--- config.mk ---
export PLATFORM = sky130hd
export DESIGN_NAME = spiee_ctrl
export DESIGN_NICKNAME = d
export VERILOG_FILES = /design/src/hdl/spiee_pkg.sv /design/src/hdl/spiee_ctrl.sv
export SDC_FILE = /design/constraint.sdc
export NUM_CORES = 1
export LEC_CHECK = 0
export BUFFER_PORTS_ARGS = -buffer_cell sky130_fd_sc_hd__buf_2
export CORE_MARGIN = 2
export CORE_UTILIZATION = 60
export DETAILED_ROUTE_END_ITERATION = 7
export PLACE_DENSITY = 0.82
export SYNTH_ARGS = -nofsm -noshare
export SYNTH_HDL_FRONTEND = slang
export SYNTH_SLANG_ARGS = --single-unit
export TNS_END_PERCENT = 100
--- constraint.sdc ---
create_clock -name i_clk -period 2.94 [get_ports i_clk]
set_input_delay 0.147 -clock i_clk [delete_from_list [all_inputs] [get_ports i_clk]]
set_output_delay 0.147 -clock i_clk [all_outputs]
set_load 0.02 [all_outputs]
--- src/hdl/spiee_pkg.sv ---
// Shared types and constants for the SPI serial EEPROM slave core.
// Holds the opcodes, frame phase and command codes, and the structs passed between modules.
// No dependencies.
package spiee_pkg;

    // Instruction opcodes decoded from the first word of a frame.
    localparam logic [7:0] OP_READ  = 8'h03;
    localparam logic [7:0] OP_WRITE = 8'h02;
    localparam logic [7:0] OP_WREN  = 8'h06;
    localparam logic [7:0] OP_WRDI  = 8'h04;
    localparam logic [7:0] OP_RDSR  = 8'h05;
    localparam logic [7:0] OP_WRSR  = 8'h01;

    // Block-protect levels held in the status register.
    localparam logic [1:0] BP_NONE    = 2'd0;
    localparam logic [1:0] BP_QUARTER = 2'd1;
    localparam logic [1:0] BP_HALF    = 2'd2;
    localparam logic [1:0] BP_ALL     = 2'd3;

    localparam logic [15:0] TICKS_RESET = 16'd5000;

    typedef enum logic [1:0] {
        CMD_BYTE    = 2'd0,
        CMD_CS_RISE = 2'd1,
        CMD_TICK    = 2'd2
    } t_cmd;

    typedef enum logic [2:0] {
        PH_OPCODE    = 3'd0,
        PH_ADDR_HI   = 3'd1,
        PH_ADDR_LO   = 3'd2,
        PH_DATA      = 3'd3,
        PH_STATUS    = 3'd4,
        PH_WRSR_DATA = 3'd5,
        PH_DONE      = 3'd6,
        PH_IGNORE    = 3'd7
    } t_phase;

    typedef enum logic [1:0] {
        WR_NONE   = 2'd0,
        WR_DATA   = 2'd1,
        WR_STATUS = 2'd2
    } t_wrote;

    typedef struct packed {
        logic       wr_en;
        logic       rd_en;
        logic [7:0] wr_data;
    } t_mem_ctl;

    typedef struct packed {
        logic [7:0] miso;
        logic       from_mem;
        logic       wip;
        logic       wel;
        logic       rej;
    } t_result;

endpackage

--- src/hdl/spiee_ctrl.sv ---
// Frame decoder and status logic of the EEPROM slave: holds the frame state,
// pointer, latches and write-cycle timer, and works out one result per word.
// Depends on spiee_pkg.
module spiee_ctrl import spiee_pkg::*; #(
    parameter int ARRAY_BYTES = 8192,
    parameter int PAGE_BYTES  = 32,
    parameter int AW          = 13,
    parameter int CW          = 5
) (
    input  logic          i_clk,
    input  logic          i_rst_n,
    input  logic          i_acc,
    input  logic [1:0]    i_command,
    input  logic [7:0]    i_mosi_byte,
    input  logic          i_cfg_wr,
    input  logic [15:0]   i_cfg_data,
    output t_mem_ctl      o_mem,
    output logic [AW-1:0] o_mem_addr,
    output t_result       o_res
);

    localparam logic [AW:0]   N_EXT     = (AW+1)'(ARRAY_BYTES);
    localparam logic [AW-1:0] LAST_ADDR = AW'(ARRAY_BYTES - 1);
    localparam logic [AW-1:0] PROT_QTR  = AW'(ARRAY_BYTES - ARRAY_BYTES / 4);
    localparam logic [AW-1:0] PROT_HALF = AW'(ARRAY_BYTES / 2);
    localparam logic [CW:0]   P_EXT     = (CW+1)'(PAGE_BYTES);
    localparam logic [CW-1:0] LAST_COL  = CW'(PAGE_BYTES - 1);

    // Residue tables: high byte times 256 modulo the array size and the page
    // size, and low byte modulo the page size.
    logic [AW-1:0] hi_mod_n [256];
    logic [CW-1:0] hi_mod_p [256];
    logic [CW-1:0] lo_mod_p [256];

    for (genvar g = 0; g < 256; g++) begin : g_tab
        localparam int HN = (g * 256) % ARRAY_BYTES;
        localparam int HP = (g * 256) % PAGE_BYTES;
        localparam int LP = g % PAGE_BYTES;
        assign hi_mod_n[g] = AW'(HN);
        assign hi_mod_p[g] = CW'(HP);
        assign lo_mod_p[g] = CW'(LP);
    end

    t_phase        r_phase,   n_phase;
    logic [7:0]    r_opcode,  n_opcode;
    logic [AW-1:0] r_ptr,     n_ptr;
    logic [CW-1:0] r_col,     n_col;
    logic          r_wel,     n_wel;
    logic          r_wip,     n_wip;
    logic [1:0]    r_bp,      n_bp;
    logic [1:0]    r_pend,    n_pend;
    logic [15:0]   r_cnt,     n_cnt;
    t_wrote        r_wrote,   n_wrote;
    logic [15:0]   r_ticks;

    logic [AW:0]   lo_sum;
    logic [AW-1:0] lo_addr;
    logic [15:0]   lo_addr16;
    logic [CW:0]   col_sum;
    logic [CW-1:0] lo_col;
    logic          prot;
    logic          op_known;
    logic [15:0]   cnt_dec;
    t_mem_ctl      mem;
    t_result       res;

    // Address low byte: pointer already holds the reduced high part.
    assign lo_sum    = {1'b0, r_ptr} + (AW+1)'(i_mosi_byte);
    assign lo_addr   = (lo_sum >= N_EXT) ? AW'(lo_sum - N_EXT) : lo_sum[AW-1:0];
    assign lo_addr16 = 16'(lo_addr);
    assign col_sum   = (CW+1)'(hi_mod_p[lo_addr16[15:8]]) + (CW+1)'(lo_mod_p[lo_addr16[7:0]]);
    assign lo_col    = (col_sum >= P_EXT) ? CW'(col_sum - P_EXT) : col_sum[CW-1:0];
    assign cnt_dec   = (r_cnt != 16'd0) ? r_cnt - 16'd1 : r_cnt;

    assign op_known = (i_mosi_byte == OP_READ) || (i_mosi_byte == OP_WRITE) ||
                      (i_mosi_byte == OP_WREN) || (i_mosi_byte == OP_WRDI) ||
                      (i_mosi_byte == OP_RDSR) || (i_mosi_byte == OP_WRSR);

    always_comb begin
        unique case (r_bp)
            BP_QUARTER: prot = (r_ptr >= PROT_QTR);
            BP_HALF:    prot = (r_ptr >= PROT_HALF);
            BP_ALL:     prot = 1'b1;
            default:    prot = 1'b0;
        endcase
    end

    always_comb begin
        n_phase  = r_phase;
        n_opcode = r_opcode;
        n_ptr    = r_ptr;
        n_col    = r_col;
        n_wel    = r_wel;
        n_wip    = r_wip;
        n_bp     = r_bp;
        n_pend   = r_pend;
        n_cnt    = r_cnt;
        n_wrote  = r_wrote;
        mem      = '{wr_en: 1'b0, rd_en: 1'b0, wr_data: i_mosi_byte};
        res.miso     = 8'd0;
        res.from_mem = 1'b0;
        res.rej      = 1'b0;

        unique case (t_cmd'(i_command))
            CMD_BYTE: begin
                unique case (r_phase)
                    PH_OPCODE: begin
                        n_opcode = i_mosi_byte;
                        priority if (!op_known ||
                                     (r_wip && i_mosi_byte != OP_RDSR) ||
                                     ((i_mosi_byte == OP_WRITE || i_mosi_byte == OP_WRSR)
                                      && !r_wel)) begin
                            n_phase = PH_IGNORE;
                            res.rej = 1'b1;
                        end else if (i_mosi_byte == OP_READ || i_mosi_byte == OP_WRITE) begin
                            n_phase = PH_ADDR_HI;
                        end else if (i_mosi_byte == OP_RDSR) begin
                            n_phase = PH_STATUS;
                        end else if (i_mosi_byte == OP_WRSR) begin
                            n_phase = PH_WRSR_DATA;
                        end else begin
                            n_phase = PH_DONE;
                        end
                    end
                    PH_ADDR_HI: begin
                        n_ptr   = hi_mod_n[i_mosi_byte];
                        n_phase = PH_ADDR_LO;
                    end
                    PH_ADDR_LO: begin
                        n_ptr   = lo_addr;
                        n_col   = lo_col;
                        n_phase = PH_DATA;
                    end
                    PH_DATA: begin
                        if (r_opcode == OP_READ) begin
                            mem.rd_en    = i_acc;
                            res.from_mem = 1'b1;
                            n_ptr = (r_ptr == LAST_ADDR) ? '0 : r_ptr + 1'b1;
                        end else begin
                            if (prot) begin
                                res.rej = 1'b1;
                            end else begin
                                mem.wr_en = i_acc;
                                n_wrote   = WR_DATA;
                            end
                            // The column wraps inside its page; a short last
                            // page wraps at the end of the array as well.
                            priority if (r_col == LAST_COL) begin
                                n_ptr = r_ptr - AW'(r_col);
                                n_col = '0;
                            end else if (r_ptr == LAST_ADDR) begin
                                n_ptr = '0;
                                n_col = '0;
                            end else begin
                                n_ptr = r_ptr + 1'b1;
                                n_col = r_col + 1'b1;
                            end
                        end
                    end
                    PH_STATUS: begin
                        res.miso = {4'd0, r_bp, r_wel, r_wip};
                    end
                    PH_WRSR_DATA: begin
                        n_pend  = i_mosi_byte[3:2];
                        n_wrote = WR_STATUS;
                        n_phase = PH_DONE;
                    end
                    default: begin
                    end
                endcase
            end
            CMD_CS_RISE: begin
                if (r_phase == PH_DONE && r_opcode == OP_WREN) begin
                    n_wel = 1'b1;
                end
                if (r_phase == PH_DONE && r_opcode == OP_WRDI) begin
                    n_wel = 1'b0;
                end
                if (r_wrote != WR_NONE) begin
                    if (r_wrote == WR_STATUS) begin
                        n_bp = r_pend;
                    end
                    n_wip = 1'b1;
                    n_cnt = (r_ticks != 16'd0) ? r_ticks : 16'd1;
                    n_wel = 1'b0;
                end
                n_phase = PH_OPCODE;
                n_wrote = WR_NONE;
            end
            CMD_TICK: begin
                if (r_wip) begin
                    n_cnt = cnt_dec;
                    if (cnt_dec == 16'd0) begin
                        n_wip = 1'b0;
                    end
                end
            end
            default: begin
            end
        endcase

        res.wip = n_wip;
        res.wel = n_wel;
    end

    always_ff @(posedge i_clk) begin
        if (!i_rst_n) begin
            r_phase  <= PH_OPCODE;
            r_opcode <= 8'd0;
            r_ptr    <= '0;
            r_col    <= '0;
            r_wel    <= 1'b0;
            r_wip    <= 1'b0;
            r_bp     <= BP_NONE;
            r_pend   <= BP_NONE;
            r_cnt    <= 16'd0;
            r_wrote  <= WR_NONE;
        end else if (i_acc) begin
            r_phase  <= n_phase;
            r_opcode <= n_opcode;
            r_ptr    <= n_ptr;
            r_col    <= n_col;
            r_wel    <= n_wel;
            r_wip    <= n_wip;
            r_bp     <= n_bp;
            r_pend   <= n_pend;
            r_cnt    <= n_cnt;
            r_wrote  <= n_wrote;
        end
    end

    always_ff @(posedge i_clk) begin
        if (!i_rst_n) begin
            r_ticks <= TICKS_RESET;
        end else if (i_cfg_wr) begin
            r_ticks <= i_cfg_data;
        end
    end

    assign o_mem      = mem;
    assign o_mem_addr = r_ptr;
    assign o_res      = res;

endmodule

Word level (Yosys, flattened, before mapping). Memory sizes are Yosys's and may differ from the RTL's. Cells that the tools add are included.

Bits in read-only memories: 5888. Output and inout port bits: 35. Logic and storage cells: 149. Register bits: 69. Input port bits: 30. Memories kept: 3.

Memory list: (no name shown) (words 256, bits a word 13, read ports 1, clocked after memory_dff 0, write ports 0, RTL line spiee_ctrl.sv:126) `n_ptr = hi_mod_n[i_mosi_byte];`; (no name shown) (words 256, bits a word 5, read ports 1, clocked after memory_dff 0, write ports 0, RTL line spiee_ctrl.sv:71) `assign col_sum = (CW+1)'(hi_mod_p[lo_addr16[15:8]]) + (CW+1)'(lo_mod_p[lo_addr16[7:0]]);`; (no name shown) (words 256, bits a word 5, read ports 1, clocked after memory_dff 0, write ports 0, RTL line spiee_ctrl.sv:71).

Eq/ne operators: 31. Reductions and logical operators: 32. $lt $le $gt $ge: 7. Muxes and demuxes: 54. Add/sub/neg operators: 8. Bitwise gates (word level): 3.

Operators with widths (number): 13-bit 2-to-1 mux (6); 16-bit 2-to-1 mux (4); 5-bit 2-to-1 mux (9); 8-bit by 3-bit equality test with 1-bit output (second input constant) (5); 13-bit one-hot mux with 3 select lines (1); 16-bit one-hot mux with 2 select lines (1); 16-bit nonzero test (2); 9-bit greater-or-equal comparator (second input constant) (3); 13-bit greater-or-equal comparator (second input constant) (2); 8-bit by 2-bit equality test with 1-bit output (second input constant) (3); 8-bit NOT with 9-bit output (2); 16-bit logical NOT (1); 1-bit 2-to-1 mux (16); 16-bit by 1-bit subtractor with 16-bit output (second input constant) (1); 13-bit by 8-bit adder with 14-bit output (1); 14-bit greater-or-equal comparator (second input constant) (1); 13-bit by 1-bit adder with 13-bit output (second input constant) (1); 13-bit equality test (second input constant) (1); 13-bit by 1-bit subtractor with 13-bit output (second input constant) (1); 13-bit by 5-bit subtractor with 13-bit output (1); 2-bit 2-to-1 mux (6); 3-bit one-hot mux with 4 select lines (1); 3-bit AND reduction (4); 4-bit AND reduction (3); other kinds (32) (59).

Longest topological paths before layout. Gate-level depths: netlist (run 1).

Word-level depth: 12. Gate-level depth with buffers: 11. Mapped depth without buffers: 11.

Worst setup path after synthesis (run 1). No wires, ideal clock.

Path kind: reg2out. From: register r_cnt[0]. To: output o_res[2] (netlist bit). Data arrival time: 2.424 ns. Path buffers: 2. Stages on the path, launching flop included: 11. Required time: 2.793 ns. Slack: 0.369 ns. Cells stage by stage: dfxtp_1 -> clkbuf_1 -> inv_1 -> ha_1 -> or3b_2 -> nor4_1 -> mux2i_1 -> o2111ai_1 -> nor4b_2 -> o21ai_0 -> buf_4.

Cells in the longest elaborated chain, start to end: 6. Elaborated cells on any way between the ends: 7. Classes of those cells: add/sub (1); mux (4); reduce/logical (2).

RTL lines: from (decl) (RTL line spiee_ctrl.sv:52) `logic [15:0] r_cnt, n_cnt;`; from (signal assigned) (RTL line spiee_ctrl.sv:227) `r_cnt <= n_cnt;`; 16-bit by 1-bit subtractor with 16-bit output / 16-bit nonzero test (equally long branches) (RTL line spiee_ctrl.sv:73) `assign cnt_dec = (r_cnt != 16'd0) ? r_cnt - 16'd1 : r_cnt;`; 16-bit 2-to-1 mux (*) (RTL line spiee_ctrl.sv:73); 16-bit logical NOT (*) (RTL line spiee_ctrl.sv:193) `if (cnt_dec == 16'd0) begin`; 1-bit 2-to-1 mux (*) (RTL line spiee_ctrl.sv:193); 1-bit 2-to-1 mux (*) (RTL line spiee_ctrl.sv:191) `if (r_wip) begin`; 1-bit one-hot mux with 2 select lines (*) (RTL line spiee_ctrl.sv:104) `unique case (t_cmd'(i_command))`; to (decl) (RTL line spiee_ctrl.sv:19) `output t_result o_res`.

Every way passes the cells marked *; elsewhere a longest branch is shown, timed or not.

==> impl_metrics.tcl, run 1 <==
set metrics [dict create \
    via_count 5624 \
    grt_pass1_wl_um 26400 \
    clockBufferDepth 2 \
    crit_fanout 8 \
    place_ws_ps 300 \
    synth_mux_area_share_pct 4.47 \
    fmax_mhz 360 \
    synth-edff-count 0 \
    skew_ps 16.7 \
    die_area_mm2 0.00979 \
    slowest_delay_ps 490 \
    io_buffers 60 \
    final_common_cell "dfxtp_1" \
    finalCritPeriodShare_pct 94.5 \
    pwr_density_cell_mw_per_mm2 428 \
    die_h_um 98.9 \
    vias_per_cell 6.66 \
    cts_root_buffer "clkbuf_8" \
    setup_slack_ps 163 \
    place_hpwl_um 11800 \
    pin_count 65 \
    gr-total-overflow 0 \
    final_cell_mix "68 x dfxtp_1, 62 x nand2_1, 60 x buf_2, 47 x nor2_1, 39 x o21ai_0" \
    worstPathRequired_ps 2790 \
    cp.buffers_inverters 1 \
    cts_made_buffers 9 \
    endpoint_kind "output port" \
    drv_cap 0 \
    slew_headroom_pct 41.8 \
    synthSimpleGateAreaFrac_pct 28.6 \
    setup_viol 0 \
    die_x_um 98.9 \
    grt_max_degree 39 \
    drt-initial-drc-count 392 \
    finalHoldViolCount 0 \
    synth_compound_area_share_pct 25.2 \
    drcViolationCount 0 \
    avgRoutedWirePerCell_um 19.2 \
    drtAntennaViolNets 0 \
    crit_chain "nor4_4 > nand4_1 > mux2i_1 > o211ai_1 > nor4b_2 > o21ai_1 > buf_2" \
    crit_type "flop to output port" \
    netlist_area_mm2 0.00541 \
    path_delay_family "simple AND/OR/NAND/NOR gates" \
    cts_sinks 69 \
    clk_pin_slew_ps 90 \
    synth-xor-area-share_pct 1.78 \
    gp_congestion 1.01 \
    period_minus_slack_ps 2780 \
    timing.hold.ws_ps 11.2 \
    grtUsageTotal_pct 33.0 \
    synth_top_family_by_area "simple AND/OR/NAND/NOR gates" \
    path_depth 7 \
    final_nets 785 \
    async_reset_ff_share_pct 0 \
    p_leak_nw 2.50 \
    yosysWarnings 0 \
    grt_pass1_vias 5247 \
    syn_area_per_cell_um2 7.80 \
    min_path_type "input pin to flop" \
    synth_fa_ha_area_share_pct 5.60 \
    cts_hold_buf 0 \
    placeableCoreArea_mm2 0.00872 \
    worst-r2r-cell-count 11 \
    yosys_most_used_dff "dfxtp_1" \
    tightest_slew_ps 869 \
    seq_area_frac_synth_pct 25.5 \
    status "finished, final reports clean" \
    fin_setup_tns_ps 0 \
    syn_inst 693 \
    worst_ep_arrival_time_ps 2630 \
    nFillCells 737 \
    clock_latency_ps 350 \
    n_antenna_cell 0 \
    cts_tree "built" \
    drive_gt1_share_pct 18.3 \
    slew_violations 0 \
    std_cell_rows 34 \
    hold_depth 3 \
    drtPass1Iterations 5 \
    irDropWorstVdd_mv 0.369 \
    wl_um 16200 \
    start_util_pct 62.0 \
    synth.distinct_cells 87 \
    antenna_found_initial 0 \
    area_delta_synth_final_pct 9.79 \
    cp_slowest_cell "nor4_4" \
    startpoint_type "flop" \
    final_core_util_pct 68.1 \
    synth_seq_cells 69 \
    htree_num_levels 3 \
]
[cells in the mapped netlist (11+ instances only)]
cell | number | share of area, %
nor2_1 | 47 | 3.3
nor4_1 | 14 | 1.6
nor3_1 | 25 | 2.3
nand2_1 | 62 | 4.3
nand3_1 | 25 | 2.3
nand4_1 | 11 | 1.3
and2_1 | 15 | 1.7
nor2b_1 | 24 | 2.8
clkbuf_1 | 26 | 1.8
a21oi_1 | 37 | 3.4
buf_4 | 17 | 2.4
inv_1 | 28 | 1.9
dfxtp_1 | 69 | 26
a21boi_0 | 14 | 1.9
a31oi_1 | 17 | 2.0
mux2i_1 | 23 | 4.3
ha_1 | 21 | 4.9
o21ai_0 | 40 | 3.7
[report_power, final]
group | switching (mW) | internal (mW)
Clock | 0.416 | 0.509
Combinational | 0.355 | 0.240
Sequential | 0.0534 | 0.968
Total | 0.825 | 1.72
[sequential cells by signal, summed over array words and instances (netlist names)]
signal / count
r_wel: 1
r_wrote: 2
r_opcode: 8
r_bp: 2
r_phase: 3
r_cnt: 16
r_ticks: 16
o_mem_addr: 13
r_pend: 2
r_col: 5
r_wip: 1
[worst paths after layout]
kind	from	endpoint	slack (ps)
max reg2reg	o_mem_addr[0]$_SDFFE_PN0P_	o_mem_addr[10]$_SDFFE_PN0P_	260
min	i_cfg_data[12]	r_ticks[12]$_SDFFE_PN1P_	10
min reg2reg	r_opcode[4]$_SDFFE_PN0P_	r_opcode[4]$_SDFFE_PN0P_	490
max	r_cnt[6]$_SDFFE_PN0P_	o_res[2]	160
[per-layer routing]
layer  wire (µm)  global-route usage, %  part of all wire [%]
met4         480                   11.6                   3.0
met1        7080                   47.0                    44
met5           0                      0                     0
met2        7220                   49.9                    44
met3        1450                   6.74                   8.9
[what timing repair did]
item                                    in CTS  in global routing
buffers inserted                             1                  1
endpoints found under the setup margin       1                  1
resized for setup                            2                  7
pin swaps                                    0                  2
[through the flow]
| step | power [mW] | area [µm²] | std cells |
|---|---|---|---|
| final | 2.54 | 5940 | 845 |
| after global routing | 2.65 | 5940 | 845 |
| after CTS | 2.52 | 5900 | 844 |
| after detailed placement | 1.60 | 5650 | 827 |
| after global placement | 1.59 | 5650 | 827 |
| after floorplan | 1.46 | 5420 | 696 |
[cell type report]
type	instances	area (µm²)	share of cell area [%]
multi-input combinational	540	3600	60.7
timing repair buffer	83	473	7.97
inverter	29	109	1.83
clock buffer	10	138	2.32
tap	108	135	2.28
clock inverter	6	93.8	1.58
sequential	69	1380	23.3
[tightest hold or removal path, cell delays in order]
cell,delay (ps)
buf_2,80
mux2i_1,60
nand2_1,60
[kinds of logic after synthesis]
kind of cell,Yosys count
simple gates,279
compound gates,199
buf+inv,87
flops,69
mux,24
fa+ha+maj,23
xor+xnor,11
other cells,1
Power figures use the tool's default switching activity.
==> run 2, diff against run 1 <==
- CORE_ASPECT_RATIO: default -> 0.7
- PLACE_DENSITY: 0.82 -> 0.87
==> impl_metrics.tcl, run 2 (synthesis results as in run 1) <==
set metrics [dict create \
    status "finished, final reports clean" \
    final_common_cell "dfxtp_1" \
    tightest_slew_ps 729 \
    die_x_um 117 \
    path_delay_family "simple AND/OR/NAND/NOR gates" \
    cts_tree "built" \
    fin_cells 855 \
    skew_ps 6.14 \
    worst-r2r-cell-count 9 \
    crit_type "flop to output port" \
    grtUsageTotal_pct 32.5 \
    worstPathRequired_ps 2790 \
    die_area_mm2 0.00980 \
    htree_num_levels 3 \
    rsz0062_at_grt "false" \
    std_cell_rows 28 \
    drcViolationCount 0 \
    slew_headroom_pct 50.9 \
    cts_made_buffers 9 \
    worstHoldEndpoint "r_ticks[8]$_SDFFE_PN1P_" \
    gp_congestion 1.08 \
    fin_setup_tns_ps 0 \
    pin_count 65 \
    hold_start "i_cfg_data[8]" \
    area_delta_synth_final_pct 11.2 \
    placeableCoreArea_mm2 0.00858 \
    die_h_um 83.4 \
    reg2reg_from "o_mem_addr[0]$_SDFFE_PN0P_" \
    cts_root_buffer "clkbuf_16" \
    endpoint_kind "output port" \
    crit_chain "buf_4 > or4_1 > nor2_4 > nand4_1 > a211oi_1 > nor4b_4 > o21ai_1 > buf_2" \
    timing.hold.ws_ps 24.9 \
    startpoint_type "flop" \
    final_cell_mix "68 x dfxtp_1, 62 x nand2_1, 60 x buf_2, 47 x nor2_1, 38 x o21ai_0" \
    hold_depth 3 \
    grt_pass1_vias 5207 \
    clk_pin_slew_ps 60 \
    drt-initial-drc-count 725 \
    cts_sinks 69 \
    setup_slack_ps 136 \
    worst_ep_arrival_time_ps 2660 \
    start_util_pct 63.0 \
    r2r-end "o_mem_addr[12]$_SDFFE_PN0P_" \
    avgRoutedWirePerCell_um 18.8 \
    vias_per_cell 6.73 \
    crit_fanout 10 \
    n_antenna_cell 0 \
    place_ws_ps 124 \
    nFillCells 662 \
    grt_max_degree 41 \
    slowest_delay_ps 640 \
    drtAntennaViolNets 0 \
    drv_cap 0 \
    via_count 5755 \
    finalHoldViolCount 0 \
    clockBufferDepth 2 \
    clock_latency_ps 340 \
    wl_um 16100 \
    irDropWorstVdd_mv 0.356 \
    fmax_mhz 357 \
    antenna_found_initial 0 \
    final_nets 784 \
    gr-total-overflow 0 \
    p_leak_nw 2.52 \
    placed_area_mm2 0.00565 \
    period_minus_slack_ps 2800 \
    stdcell_area_mm2 0.00601 \
    cp_slowest_cell "or4_1" \
    setup_viol 0 \
    dpl.cell_count 836 \
    pwr_density_cell_mw_per_mm2 456 \
    place_hpwl_um 11600 \
    io_buffers 60 \
    grt_pass1_wl_um 26000 \
    slew_violations 0 \
    finalCritPeriodShare_pct 95.4 \
    drtPass1Iterations 5 \
    drive_gt1_share_pct 18.0 \
    ff2ff_setup_slack_ps 310 \
    cp.buffers_inverters 2 \
    min_path_type "input pin to flop" \
]
[run 2: metrics by stage]
| stage | total power, mW | utilization (%) |
|---|---|---|
| finish | 2.74 | 70.0 |
| global route | 2.84 | 70.0 |
| CTS | 2.70 | 69.7 |
| detailed placement | 1.60 | 65.8 |
| global placement | 1.58 | 65.8 |
| floorplan | 1.46 | - |
[run 2: final cells by class]
type                            instances  area, µm²  area share (%)
Multi-Input combinational cell        540       3610            60.1
Tap cell                              120        150            2.50
Inverter                               29        109            1.81
Clock buffer                            9        225            3.75
Timing Repair Buffer                   82        465            7.75
Clock inverter                          6       63.8            1.06
Sequential cell                        69       1380            23.0
[run 2: power by group]
| group | internal, mW | switching (mW) |
|---|---|---|
| sequential | 0.970 | 0.0573 |
| clock | 0.651 | 0.437 |
| combinational | 0.255 | 0.370 |
[run 2: worst reg2reg max path, delay by kind of cell, from the launching register on]
family	cells	cell delay, ps
and+or+nand+nor	2	780
DFF	1	490
AOI/OAI and AO/OA	5	790
adders and majority gates	2	520
[run 2: timing repair]
| item | in CTS | in global routing |
|---|---|---|
| buffers inserted | 2 | 2 |
| pin swaps | 1 | 3 |
| hold buffers | 0 | 0 |
| setup endpoints to repair | 1 | 2 |
| endpoints found under the hold margin | 0 | 0 |
| resized for setup | 6 | 4 |
[run 2: per-layer routing]
layer  track usage [%]  share of wire (%)
met1              47.3                 44
met2              46.2                 41
met3              8.38                 13
met4              11.2                2.3
met5                 0                  0
[run 2: worst max-delay path by stage]
stage / start / endpoint / slack (ps) / cells after the start
2_1_floorplan: r_cnt[0]$_SDFFE_PN0P_ / o_res[2] / 370 / 10
3_3_place_gp: r_cnt[1]$_SDFFE_PN0P_ / o_res[2] / 260 / 9
3_5_place_dp: r_cnt[1]$_SDFFE_PN0P_ / o_res[2] / 120 / 9
4_1_cts: r_cnt[1]$_SDFFE_PN0P_ / o_res[2] / 30 / 9
5_1_grt: r_cnt[1]$_SDFFE_PN0P_ / o_res[2] / 20 / 9
6_report: r_cnt[0]$_SDFFE_PN0P_ / o_res[2] / 140 / 8
